## config.mk

```make
export PLATFORM = sky130hd
export DESIGN_NAME = flash_write_wear_guard_top
export DESIGN_NICKNAME = d
export VERILOG_FILES = /design/src/hdl/fwwg_pkg.sv /design/src/hdl/flash_write_wear_guard_top.sv
export SDC_FILE = /design/constraint.sdc
export NUM_CORES = 2
export LEC_CHECK = 0
export CORE_MARGIN = 1
export CORE_UTILIZATION = 52
export DETAILED_ROUTE_END_ITERATION = 8
export DONT_BUFFER_PORTS = 1
export MAX_ROUTING_LAYER = met4
export PLACE_DENSITY = 0.63
export SLEW_MARGIN = 30
export SYNTH_ARGS = -nofsm -noshare
export SYNTH_HDL_FRONTEND = slang
export SYNTH_SLANG_ARGS = --single-unit
```

## constraint.sdc

```tcl
create_clock -name i_clk -period 10.8 [get_ports i_clk]
set_input_delay 0.54 -clock i_clk [delete_from_list [all_inputs] [get_ports i_clk]]
set_output_delay 0.54 -clock i_clk [all_outputs]
set_load 0.01 [all_outputs]
```

## src/hdl/fwwg_pkg.sv

```systemverilog
// shared types and constants of the flash write wear guard
package fwwg_pkg;

    // field and register widths
    localparam int ADDR_W  = 32;
    localparam int SIZE_W  = 18;
    localparam int HEAT_W  = 10;
    localparam int TIMER_W = 17;
    localparam int CFG_IDX_W  = 2;
    localparam int CFG_DATA_W = 32;

    // slack that the end check allows past window_end
    localparam int END_SLACK = 4;

    // register indexes of the configuration port
    localparam logic [CFG_IDX_W-1:0] CFG_WINDOW_START     = 2'd0;
    localparam logic [CFG_IDX_W-1:0] CFG_WINDOW_END       = 2'd1;
    localparam logic [CFG_IDX_W-1:0] CFG_WEAR_THRESHOLD   = 2'd2;
    localparam logic [CFG_IDX_W-1:0] CFG_THROTTLE_SECONDS = 2'd3;

    // register reset values
    localparam logic [ADDR_W-1:0]  RST_WINDOW_START     = 32'd0;
    localparam logic [ADDR_W-1:0]  RST_WINDOW_END       = 32'd130047;
    localparam logic [HEAT_W-1:0]  RST_WEAR_THRESHOLD   = 10'd1000;
    localparam logic [TIMER_W-1:0] RST_THROTTLE_SECONDS = 17'd86400;

    // input item kinds
    localparam logic KIND_WRITE = 1'b0;
    localparam logic KIND_TICK  = 1'b1;

    // result status codes
    typedef enum logic [2:0] {
        ST_GRANTED   = 3'd0,
        ST_SEC_FAIL  = 3'd1,
        ST_WINDOW    = 3'd2,
        ST_THROTTLED = 3'd3,
        ST_THRESHOLD = 3'd4
    } t_status;

endpackage

```

## src/hdl/flash_write_wear_guard_top.sv

```systemverilog
// flash write wear guard: admission gate with per-page heat counters in memory
//
// Input channel (i_s_*): one item is a write request (tuser = 0) or a one-second
// tick (tuser = 1). A tick gives no result and counts the
// throttle timer down. A write request gives exactly one result item on the
// output channel (o_m_*): status and a granted flag.
// A write request passes the check state, which sends it straight to the output
// register when it fails the security, window or throttle check; then the page
// span state, which does the same when its last page lies beyond the page store;
// then a memory read and a write back per page walked, then the output register.
// A threshold hit during the walk ends it with a clearing pass of the heat memory
// before the output register. The page count of the request sets the time;
// PAGE_BYTES must be a power of two, which the block itself does not enforce.
// Only one request is in work at a time; the next item is taken the cycle after
// the result is loaded into the output register, even while it waits downstream.
// Reset: configuration registers go to their defaults, the timer to zero, and
// a clearing pass zeroes the heat memory; no item is taken
// during it, configuration writes are taken at any time.
// When the receiver stalls, the result holds in the output register and a
// following write request waits at its end until the register is free.
module flash_write_wear_guard_top #(
    parameter int PAGE_COUNT = 256,
    parameter int PAGE_BYTES = 512
) (
    input  logic                               i_clk,
    input  logic                               i_rst_n,
    // configuration write port
    input  logic                               i_cfg_we,
    input  logic [fwwg_pkg::CFG_IDX_W-1:0]     i_cfg_index,
    input  logic [fwwg_pkg::CFG_DATA_W-1:0]    i_cfg_wdata,
    // input items
    input  logic                               i_s_tvalid,
    output logic                               o_s_tready,
    // tdata: dest_addr[31:0], write_size[49:32], buffers_secure[50], zero[55:51]
    input  logic [55:0]                        i_s_tdata,
    // tuser: kind[0]
    input  logic                               i_s_tuser,
    // result items
    output logic                               o_m_tvalid,
    input  logic                               i_m_tready,
    // tdata: status[2:0], granted[3], zero[7:4]
    output logic [7:0]                         o_m_tdata
);

    localparam int PW         = $clog2(PAGE_COUNT);
    localparam int PB_SH      = $clog2(PAGE_BYTES);
    localparam int SPAN_BYTES = PAGE_COUNT * PAGE_BYTES;
    localparam int HW         = fwwg_pkg::HEAT_W;
    localparam int TW         = fwwg_pkg::TIMER_W;
    localparam int AW         = fwwg_pkg::ADDR_W;
    localparam int SW         = fwwg_pkg::SIZE_W;

    typedef enum logic [2:0] {
        S_CLEAR,
        S_IDLE,
        S_CHECK,
        S_SPAN,
        S_RD,
        S_WB,
        S_DONE
    } t_state;

    // configuration registers
    logic [AW-1:0] r_window_start;
    logic [AW-1:0] r_window_end;
    logic [HW-1:0] r_wear_threshold;
    logic [TW-1:0] r_throttle_seconds;

    // control and datapath registers
    t_state             r_state;
    logic [TW-1:0]      r_throttle_left;
    logic [AW-1:0]      r_dest;
    logic [AW:0]        r_end_addr;
    logic               r_secure_ok;
    logic [AW-1:0]      r_off_first;
    logic [AW:0]        r_off_last;
    logic [PW-1:0]      r_page;
    logic [PW-1:0]      r_last;
    logic [PW-1:0]      r_clr_idx;
    logic               r_pend;
    fwwg_pkg::t_status  r_status;
    logic               r_out_valid;
    fwwg_pkg::t_status  r_out_status;

    // heat memory
    logic [HW-1:0] r_heat_mem [PAGE_COUNT];
    logic [HW-1:0] r_rd_data;

    logic              w_mem_we;
    logic [PW-1:0]     w_mem_waddr;
    logic [HW-1:0]     w_mem_wdata;
    logic [HW-1:0]     w_heat_inc;
    logic              w_hit;
    logic              w_in_acc;
    logic              w_out_free;
    logic              w_out_load;
    logic [AW:0]       w_end_limit;
    logic              w_window_bad;

    assign o_s_tready = (r_state == S_IDLE);
    assign w_in_acc   = i_s_tvalid && o_s_tready;
    assign w_out_free = !r_out_valid || i_m_tready;
    assign w_out_load = (r_state == S_DONE) && w_out_free;

    assign o_m_tvalid = r_out_valid;
    assign o_m_tdata  = {4'b0000, (r_out_status == fwwg_pkg::ST_GRANTED), r_out_status};

    // window check on the captured request
    assign w_end_limit  = {1'b0, r_window_end} + (AW+1)'(fwwg_pkg::END_SLACK);
    assign w_window_bad = (r_dest < r_window_start) || (r_end_addr > w_end_limit);

    // counter update of the page under work
    assign w_heat_inc = r_rd_data + HW'(1);
    assign w_hit      = (w_heat_inc >= r_wear_threshold);

    // memory write: clearing pass or write back
    always_comb begin
        w_mem_we    = 1'b0;
        w_mem_waddr = r_page;
        w_mem_wdata = w_heat_inc;
        if (r_state == S_CLEAR) begin
            w_mem_we    = 1'b1;
            w_mem_waddr = r_clr_idx;
            w_mem_wdata = '0;
        end else if (r_state == S_WB) begin
            w_mem_we = 1'b1;
        end
    end

    // heat memory, read data registered
    always_ff @(posedge i_clk) begin
        if (w_mem_we) begin
            r_heat_mem[w_mem_waddr] <= w_mem_wdata;
        end
        r_rd_data <= r_heat_mem[r_page];
    end

    // configuration registers
    always_ff @(posedge i_clk) begin
        if (!i_rst_n) begin
            r_window_start     <= fwwg_pkg::RST_WINDOW_START;
            r_window_end       <= fwwg_pkg::RST_WINDOW_END;
            r_wear_threshold   <= fwwg_pkg::RST_WEAR_THRESHOLD;
            r_throttle_seconds <= fwwg_pkg::RST_THROTTLE_SECONDS;
        end else if (i_cfg_we) begin
            case (i_cfg_index)
                fwwg_pkg::CFG_WINDOW_START:     r_window_start     <= i_cfg_wdata[AW-1:0];
                fwwg_pkg::CFG_WINDOW_END:       r_window_end       <= i_cfg_wdata[AW-1:0];
                fwwg_pkg::CFG_WEAR_THRESHOLD:   r_wear_threshold   <= i_cfg_wdata[HW-1:0];
                fwwg_pkg::CFG_THROTTLE_SECONDS: r_throttle_seconds <= i_cfg_wdata[TW-1:0];
                default: begin
                end
            endcase
        end
    end

    // sequencer with timer and output register
    always_ff @(posedge i_clk) begin
        if (!i_rst_n) begin
            r_state         <= S_CLEAR;
            r_clr_idx       <= '0;
            r_throttle_left <= '0;
            r_pend          <= 1'b0;
            r_out_valid     <= 1'b0;
            r_page          <= '0;
        end else begin
            if (w_out_load) begin
                r_out_valid <= 1'b1;
            end else if (r_out_valid && i_m_tready) begin
                r_out_valid <= 1'b0;
            end
            case (r_state)
                S_CLEAR: begin
                    if (r_clr_idx == PW'(PAGE_COUNT - 1)) begin
                        r_clr_idx <= '0;
                        r_state   <= r_pend ? S_DONE : S_IDLE;
                    end else begin
                        r_clr_idx <= r_clr_idx + PW'(1);
                    end
                end
                S_IDLE: begin
                    if (w_in_acc) begin
                        if (i_s_tuser == fwwg_pkg::KIND_TICK) begin
                            if (r_throttle_left != '0) begin
                                r_throttle_left <= r_throttle_left - TW'(1);
                            end
                        end else begin
                            r_dest      <= i_s_tdata[AW-1:0];
                            r_end_addr  <= {1'b0, i_s_tdata[AW-1:0]}
                                         + (AW+1)'(i_s_tdata[AW+SW-1:AW]);
                            r_secure_ok <= i_s_tdata[AW+SW];
                            r_state     <= S_CHECK;
                        end
                    end
                end
                S_CHECK: begin
                    // byte offsets into the window, used only once the window check passes
                    r_off_first <= r_dest - r_window_start;
                    r_off_last  <= r_end_addr - {1'b0, r_window_start};
                    if (!r_secure_ok) begin
                        r_status <= fwwg_pkg::ST_SEC_FAIL;
                        r_state  <= S_DONE;
                    end else if (w_window_bad) begin
                        r_status <= fwwg_pkg::ST_WINDOW;
                        r_state  <= S_DONE;
                    end else if (r_throttle_left != '0) begin
                        r_status <= fwwg_pkg::ST_THROTTLED;
                        r_state  <= S_DONE;
                    end else begin
                        r_state <= S_SPAN;
                    end
                end
                S_SPAN: begin
                    // page index is the offset shifted by the page size
                    if (r_off_last >= (AW+1)'(SPAN_BYTES)) begin
                        r_status <= fwwg_pkg::ST_WINDOW;
                        r_state  <= S_DONE;
                    end else begin
                        r_page  <= r_off_first[PB_SH +: PW];
                        r_last  <= r_off_last[PB_SH +: PW];
                        r_state <= S_RD;
                    end
                end
                S_RD: begin
                    r_state <= S_WB;
                end
                S_WB: begin
                    if (w_hit) begin
                        r_throttle_left <= r_throttle_seconds;
                        r_status        <= fwwg_pkg::ST_THRESHOLD;
                        r_pend          <= 1'b1;
                        r_clr_idx       <= '0;
                        r_state         <= S_CLEAR;
                    end else if (r_page == r_last) begin
                        r_status <= fwwg_pkg::ST_GRANTED;
                        r_state  <= S_DONE;
                    end else begin
                        r_page  <= r_page + PW'(1);
                        r_state <= S_RD;
                    end
                end
                S_DONE: begin
                    if (w_out_free) begin
                        r_out_status <= r_status;
                        r_pend       <= 1'b0;
                        r_state      <= S_IDLE;
                    end
                end
                default: begin
                    r_state <= S_IDLE;
                end
            endcase
        end
    end

    // no item is taken while the memory is being cleared
    a_no_accept_in_clear: assert property (@(posedge i_clk) disable iff (!i_rst_n)
        (r_state == S_CLEAR) |-> !o_s_tready)
        else $error("input accepted during clearing pass");

    // the page walk never runs past the last page
    a_page_in_span: assert property (@(posedge i_clk) disable iff (!i_rst_n)
        (r_state == S_RD || r_state == S_WB) |-> (r_page <= r_last))
        else $error("page walk beyond last page");

    // a threshold hit loads the throttle timer
    a_hit_loads_timer: assert property (@(posedge i_clk) disable iff (!i_rst_n)
        (r_state == S_WB && w_hit) |=> (r_throttle_left == $past(r_throttle_seconds)))
        else $error("throttle timer not loaded on threshold hit");

    // a finished request reaches the output register once it is free
    a_done_emits: assert property (@(posedge i_clk) disable iff (!i_rst_n)
        (r_state == S_DONE && w_out_free) |=> (o_m_tvalid && r_state == S_IDLE))
        else $error("finished request not delivered");

    // the memory is written only while clearing or writing back
    a_mem_write_state: assert property (@(posedge i_clk) disable iff (!i_rst_n)
        w_mem_we |-> (r_state == S_CLEAR || r_state == S_WB))
        else $error("heat memory written outside clear or write back");

endmodule
```

Yosys cells after proc, flatten, opt, wreduce, memory -nomap -nowiden
Memory sizes are Yosys's and may differ from the RTL's. A register that Yosys moved wholly into a read port is not among the register bits.
Index checks and enable logic that the tools add are counted.
{ "op_classes": {"n_addsub": 8, "magnitude_cmp": 4, "muxes": 42, "n_reduce_logical": 30, "n_bitwise": 2, "div_mod_pow": 0, "shift": 0, "n_eq_ne": 24, "mul": 0} }
{ "op_table": {"columns": ["cell", "count"], "rows": [
  ["$mux 17", 4],
  ["$mux 8", 6],
  ["$mux 3", 15],
  ["$pmux 17 s2", 1],
  ["$add 32x18->33", 1],
  ["$add 32x3->33 const B", 1],
  ["$ge 33x18->1 const B", 1],
  ["$gt 33x33->1", 1],
  ["$sub 33x32->33", 1],
  ["$lt 32x32->1", 1],
  ["$pmux 8 s2", 2],
  ["$pmux 3 s7", 1],
  ["$reduce_bool 17->1", 1],
  ["$sub 17x1->17 const B", 1],
  ["$sub 17x17->17", 1],
  ["$add 8x1->8 const B", 2],
  ["$ne 2x2->1 const B", 7],
  ["$reduce_and 2->1", 6],
  ["$reduce_and 4->1", 3],
  ["$add 10x1->10 const B", 1],
  ["$ge 10x10->1", 1],
  ["$mux 10", 1],
  ["$reduce_and 5->1", 2],
  ["$reduce_bool 2->1", 5],
  ["22 further kinds", 44]
]} }
{ "word_totals": {"latchBits": 0, "wordCells": 129, "inputBits": 96, "n_memories": 1, "romBits": 0, "reg_bits": 259, "out_inout_bits": 10, "ram_bits": 2560} }
{ "memory_table": {"columns": ["memory", "words", "width", "read_ports", "rd_ports_with_merged_regs", "write_ports", "line", "rtl"], "rows": [
  ["r_heat_mem", 256, 10, 1, 1, 1, "flash_write_wear_guard_top.sv:86", "logic [HW-1:0] r_heat_mem [PAGE_COUNT];"]
]} }

Depth between registers and ports, before layout
{ "logic_depth": {"depth_word": 6, "ltp_mapped": 18, "ltp_nobuf": 18} }

Worst setup path before layout
Ideal clock, no wire load.
{ "synth_timing": {"kind": "flip-flop to flip-flop", "startpoint": "reg r_state[0]", "endpoint": "mem r_heat_mem[0][0] (netlist bit), data pin", "path_stages_with_launch": 5, "path_buffers": 2, "arrival_time_ns": 6.830, "required_ns": 9.407, "setup_slack_ns": 2.577, "setup_time_ns": 1.393, "period_less_slack_ns": 8.223, "path_cell_list": "dfxtp_1 > clkbuf_1 > nor3_1 > clkbuf_1 > nor2_1"} }
{ "synth_between": {"elab_chain_len": 2} }
{ "synth_lines": {"columns": ["item", "line", "rtl"], "rows": [
  ["start, declared", "flash_write_wear_guard_top.sv:70", "t_state r_state;"],
  ["start signal, assigned", "flash_write_wear_guard_top.sv:176", "r_state <= r_pend ? S_DONE : S_IDLE;"],
  ["$logic_not 3->1", "flash_write_wear_guard_top.sv:121", "if (r_state == S_CLEAR) begin"],
  ["$mux 10", "flash_write_wear_guard_top.sv:121", null],
  ["named net w_mem_wdata[0]", "flash_write_wear_guard_top.sv:91", "logic [HW-1:0] w_mem_wdata;"],
  ["end, declared", "flash_write_wear_guard_top.sv:86", null]
]} }
The timed path passes the listed nets, and every way through them passes these cells.

Worst setup path in the final report
{ "layout_timing": {"startpoint": "reg r_window_end[5]", "endpoint": "reg r_status[1], enable pin"} }
{ "layout_between": {"elab_chain_len": 5} }
{ "layout_lines": {"columns": ["item", "line", "rtl"], "rows": [
  ["start, declared", "flash_write_wear_guard_top.sv:65", "logic [AW-1:0] r_window_end;"],
  ["start signal, assigned", "flash_write_wear_guard_top.sv:142", "r_window_end <= fwwg_pkg::RST_WINDOW_END;"],
  ["start signal, assigned", "flash_write_wear_guard_top.sv:148", "fwwg_pkg::CFG_WINDOW_END: r_window_end <= i_cfg_wdata[AW-1:0];"],
  ["$add 32x3->33", "flash_write_wear_guard_top.sv:109", "assign w_end_limit = {1'b0, r_window_end} + (AW+1)'(fwwg_pkg::END_SLACK);"],
  ["$gt 33x33->1", "flash_write_wear_guard_top.sv:110", "assign w_window_bad = (r_dest < r_window_start) || (r_end_addr > w_end_limit);"],
  ["$logic_or 1x1->1", "flash_write_wear_guard_top.sv:110", null],
  ["$ne 4x4->1 (no source line)", null, null],
  ["$reduce_and 5->1 (no source line)", null, null],
  ["end signal, assigned", "flash_write_wear_guard_top.sv:201", "r_status <= fwwg_pkg::ST_SEC_FAIL;"],
  ["end signal, assigned", "flash_write_wear_guard_top.sv:204", "r_status <= fwwg_pkg::ST_WINDOW;"],
  ["end signal, assigned", "flash_write_wear_guard_top.sv:207", "r_status <= fwwg_pkg::ST_THROTTLED;"],
  ["end, declared", "flash_write_wear_guard_top.sv:81", "fwwg_pkg::t_status r_status;"]
]} }
Every way passes these cells.
A chain may end at the register's enable or synchronous reset.

==> reports/metrics.cfg <==
[detailed_routing]
wl_per_cell_um = 29.83
ant_nets = 0
viasPerCell = 6.213
route.detailed.drc = 0
routed_wirelength_um = 266400
firstDrtPassIters = 6
vias = 55490
initialDrtViolationCount = 6087

[sta]
setup_violations = 0
fmax_ghz = 0.1930
relSlewSlack = 0.2758
setup_tns_ns = 0
clock_skew_ns = 0.04226
drv_slew = 0
hold_viol_final = 0
min_period_ns = 5.182
worst_pin_slew_ns = 1.080
finalCritPeriodShare = 0.4798
rsz0062_at_grt = no

[placed_design]
place_congestion = 0.8596
place.detailed.hpwl_um = 159200
place_area_sq_mm = 0.1165
io_buffers = 0

[power_and_ir_drop]
switching_power_w = 0.004309
swShare = 0.1959
powerDensity_mw_per_mm2 = 173.1
ir_drop_v = 0.0001763
p_clk_frac = 0.448
p_seq_frac = 0.537
power.internal_w = 0.01769
comb_power_share = 0.015
p_leak_nw = 39.62

[clock_network]
clock_path_buffers = 4
clock_latency_ns = 0.94
cts_buffers = 303
clkTransAtPathRegs_ns = 0.06
postCtsHoldBufs = 80
cts_tree = yes
htreeDepth = 5
clockRootBuffer = clkbuf_16
ctsResizeCount = 0
clock_sink_count = 2811
cts_setup_buffers = 0

[synth]
syn_inst = 5669
async_reset_ff_frac = 0
ys_ff_latch = 2811
yosysMostFrequentCell = edfxtp_1
synth_area_leader_cell = edfxtp_1
synthTopCellsByCount = 2,672 x edfxtp_1, 810 x mux4_2, 367 x nor2_1, 346 x nand2_1, 165 x clkbuf_1
synth_area_leaders = edfxtp_1 71%, mux4_2 16%, dfxtp_1 2.5%
synth_top_area_frac = 0.7103
yosys.cell_types.count = 72
netlist_area_sq_mm = 0.1130
synth_area_per_cell_sq_um = 19.93
ys_seq_area_frac = 0.7349
synth_edf_count = 2672
synth_ff_type = edfxtp_1
ys_warn_count = 0

[setup_path]
endpoint_kind = flip-flop
crit_fanout = 5
r2r_end = r_status[1]
r2r_cells = 15
crit_arrival_ns = 5.85
rrSetupSlack_ns = 5.62
timing.critical_path.from_type = flip-flop
r2r_start = r_window_end[5]
required_ns = 11.47
crit_type = flip-flop to flip-flop

[global_routing]
grt_max_degree = 225
antenna_found_initial = 12
grtUsageTotal = 0.2536
grt-ovfl-total = 0
grt_pass1_vias = 55650
grt_pass1_wl_um = 388300

[floorplanning]
start_util = 0.5248
coreArea_sq_mm = 0.2153
fp-row-count = 170
fp.dieArea_sq_mm = 0.2191
die-width_um = 468.1
io_pins = 106
die_y_um = 468.1

[hold_path]
holdPathStages = 2
hold_class = input pin to flip-flop
hp-start = i_s_tdata[42]
hold_end = r_end_addr[10]

[status]
status = finished clean

[cells_and_area]
area_growth_pct = 12.49
post-route-util = 0.5903
final_net_count = 6096
layout-drive-gt1-share = 0.2567
design_area_sq_mm = 0.1271

[job]
max-cap-violations = 0

worst max-delay path by stage:
stage,start,end,depth (start not counted)
3_3_place_gp,r_window_end[4],r_state[2],15
4_1_cts,r_window_end[5],r_status[1],15
2_1_floorplan,r_state[0],r_heat_mem[0][0],4
5_1_grt,r_window_end[5],r_status[1],15
6_report,r_window_end[5],r_status[1],15
3_5_place_dp,r_window_end[5],r_status[1],15
critical path: stages (launching register included):
cell	delay (ns)
dfxtp_1	0.39
and3_1	0.20
and2_1	0.17
nand4_1	0.28
nor3_1	0.53
nand3_1	0.40
nor2_1	0.25
nand2_1	0.09
xor2_1	0.15
ha_1	0.30
nand4_1	0.15
or4_1	0.57
or2_2	0.38
a2111oi_1	0.71
nand2_1	0.10
and3_1	0.24
sequential cells by signal, summed over array words and instances (netlist names), 17 cells and up:
name                flops
r_end_addr             33
r_heat_mem           2560
r_window_end           32
r_throttle_seconds     17
r_throttle_left        17
r_off_last             24
r_window_start         32
r_dest                 32
per-layer routing:
layer / global-route usage / vias up / share of wire
met4: 0.07377 / 0 / 0.028
met3: 0.04184 / 461 / 0.071
met2: 0.3921 / 1930 / 0.49
met1: 0.3511 / 29480 / 0.41
met5: - / - / 0
li1: - / 23620 / -
cells by family after synthesis:
logic type / Yosys count / synth area share
muxes: 849 / 0.1650
AOI/OAI and AO/OA: 457 / 0.02707
adders and majority gates: 131 / 0.01464
and+or+nand+nor: 942 / 0.03595
buffers and inverters: 374 / 0.01433
DFF: 2811 / 0.7349
other: 1 / 0.00003320
xor gates and xnor gates: 104 / 0.008064
power by group through the flow:
| stage | combinational, W | clock, W | sequential, W |
|---|---|---|---|
| global route | 0.000356 | 0.0104 | 0.0118 |
| finish | 0.000331 | 0.00986 | 0.0118 |
| floorplan | 0.000185 | 0 | 0.0120 |
| global placement | 0.000274 | 0 | 0.0120 |
| CTS | 0.000325 | 0.0100 | 0.0118 |
| detailed placement | 0.000278 | 0 | 0.0120 |
through the flow:
step           hold WS [ns]  power [W]  std cells  worst slack (ns)
6_report            0.05724    0.02199       8931             5.618
5_1_grt             0.03268    0.02256       8929             5.297
4_1_cts           0.0006071    0.02214       8915             5.438
3_5_place_dp         0.4057    0.01232       8317             5.473
3_3_place_gp         0.4082    0.01231       8314             5.549
2_1_floorplan        0.4003    0.01222       5672             2.577
placed cells by master, fill, tap and decap left out, types with 11 or more instances in the layout:
cell and n:
xnor2_1 60, diode_2 11, ha_1 129, mux4_2 810
nor2b_1 11, mux2i_1 39, a21oi_1 103, nand4_1 22
nor3_1 17, xor2_1 44, clkinv_1 82, buf_12 13
a21o_1 55, a21boi_0 71, dfxtp_1 133, a31oi_1 17
o221ai_1 18, o31ai_1 11, clkbuf_16 311, bufinv_16 22
nor2_1 164, inv_1 75, and3_1 25, nor2_2 201
edfxtp_1 2672, nand3_1 62, clkinv_2 30, nand2b_1 16
o21ai_0 61, o21ai_1 14, nand2_1 327, nand3b_1 12
nand2_2 19, buf_4 85, o211ai_1 24, dlygate4sd3_1 79
clkbuf_1 58
cell type report:
class	instances	area [sq um]
Multi-Input combinational cell	2487	28970
Timing Repair Buffer	188	1911
Clock buffer	371	8028
Inverter	78	294.0
Fill cell	15520	88180
Antenna cell	11	27.53
Tap cell	2838	3551
Sequential cell	2811	83040
Clock inverter	147	1251
Note: power is estimated with default switching activity, not from simulation.
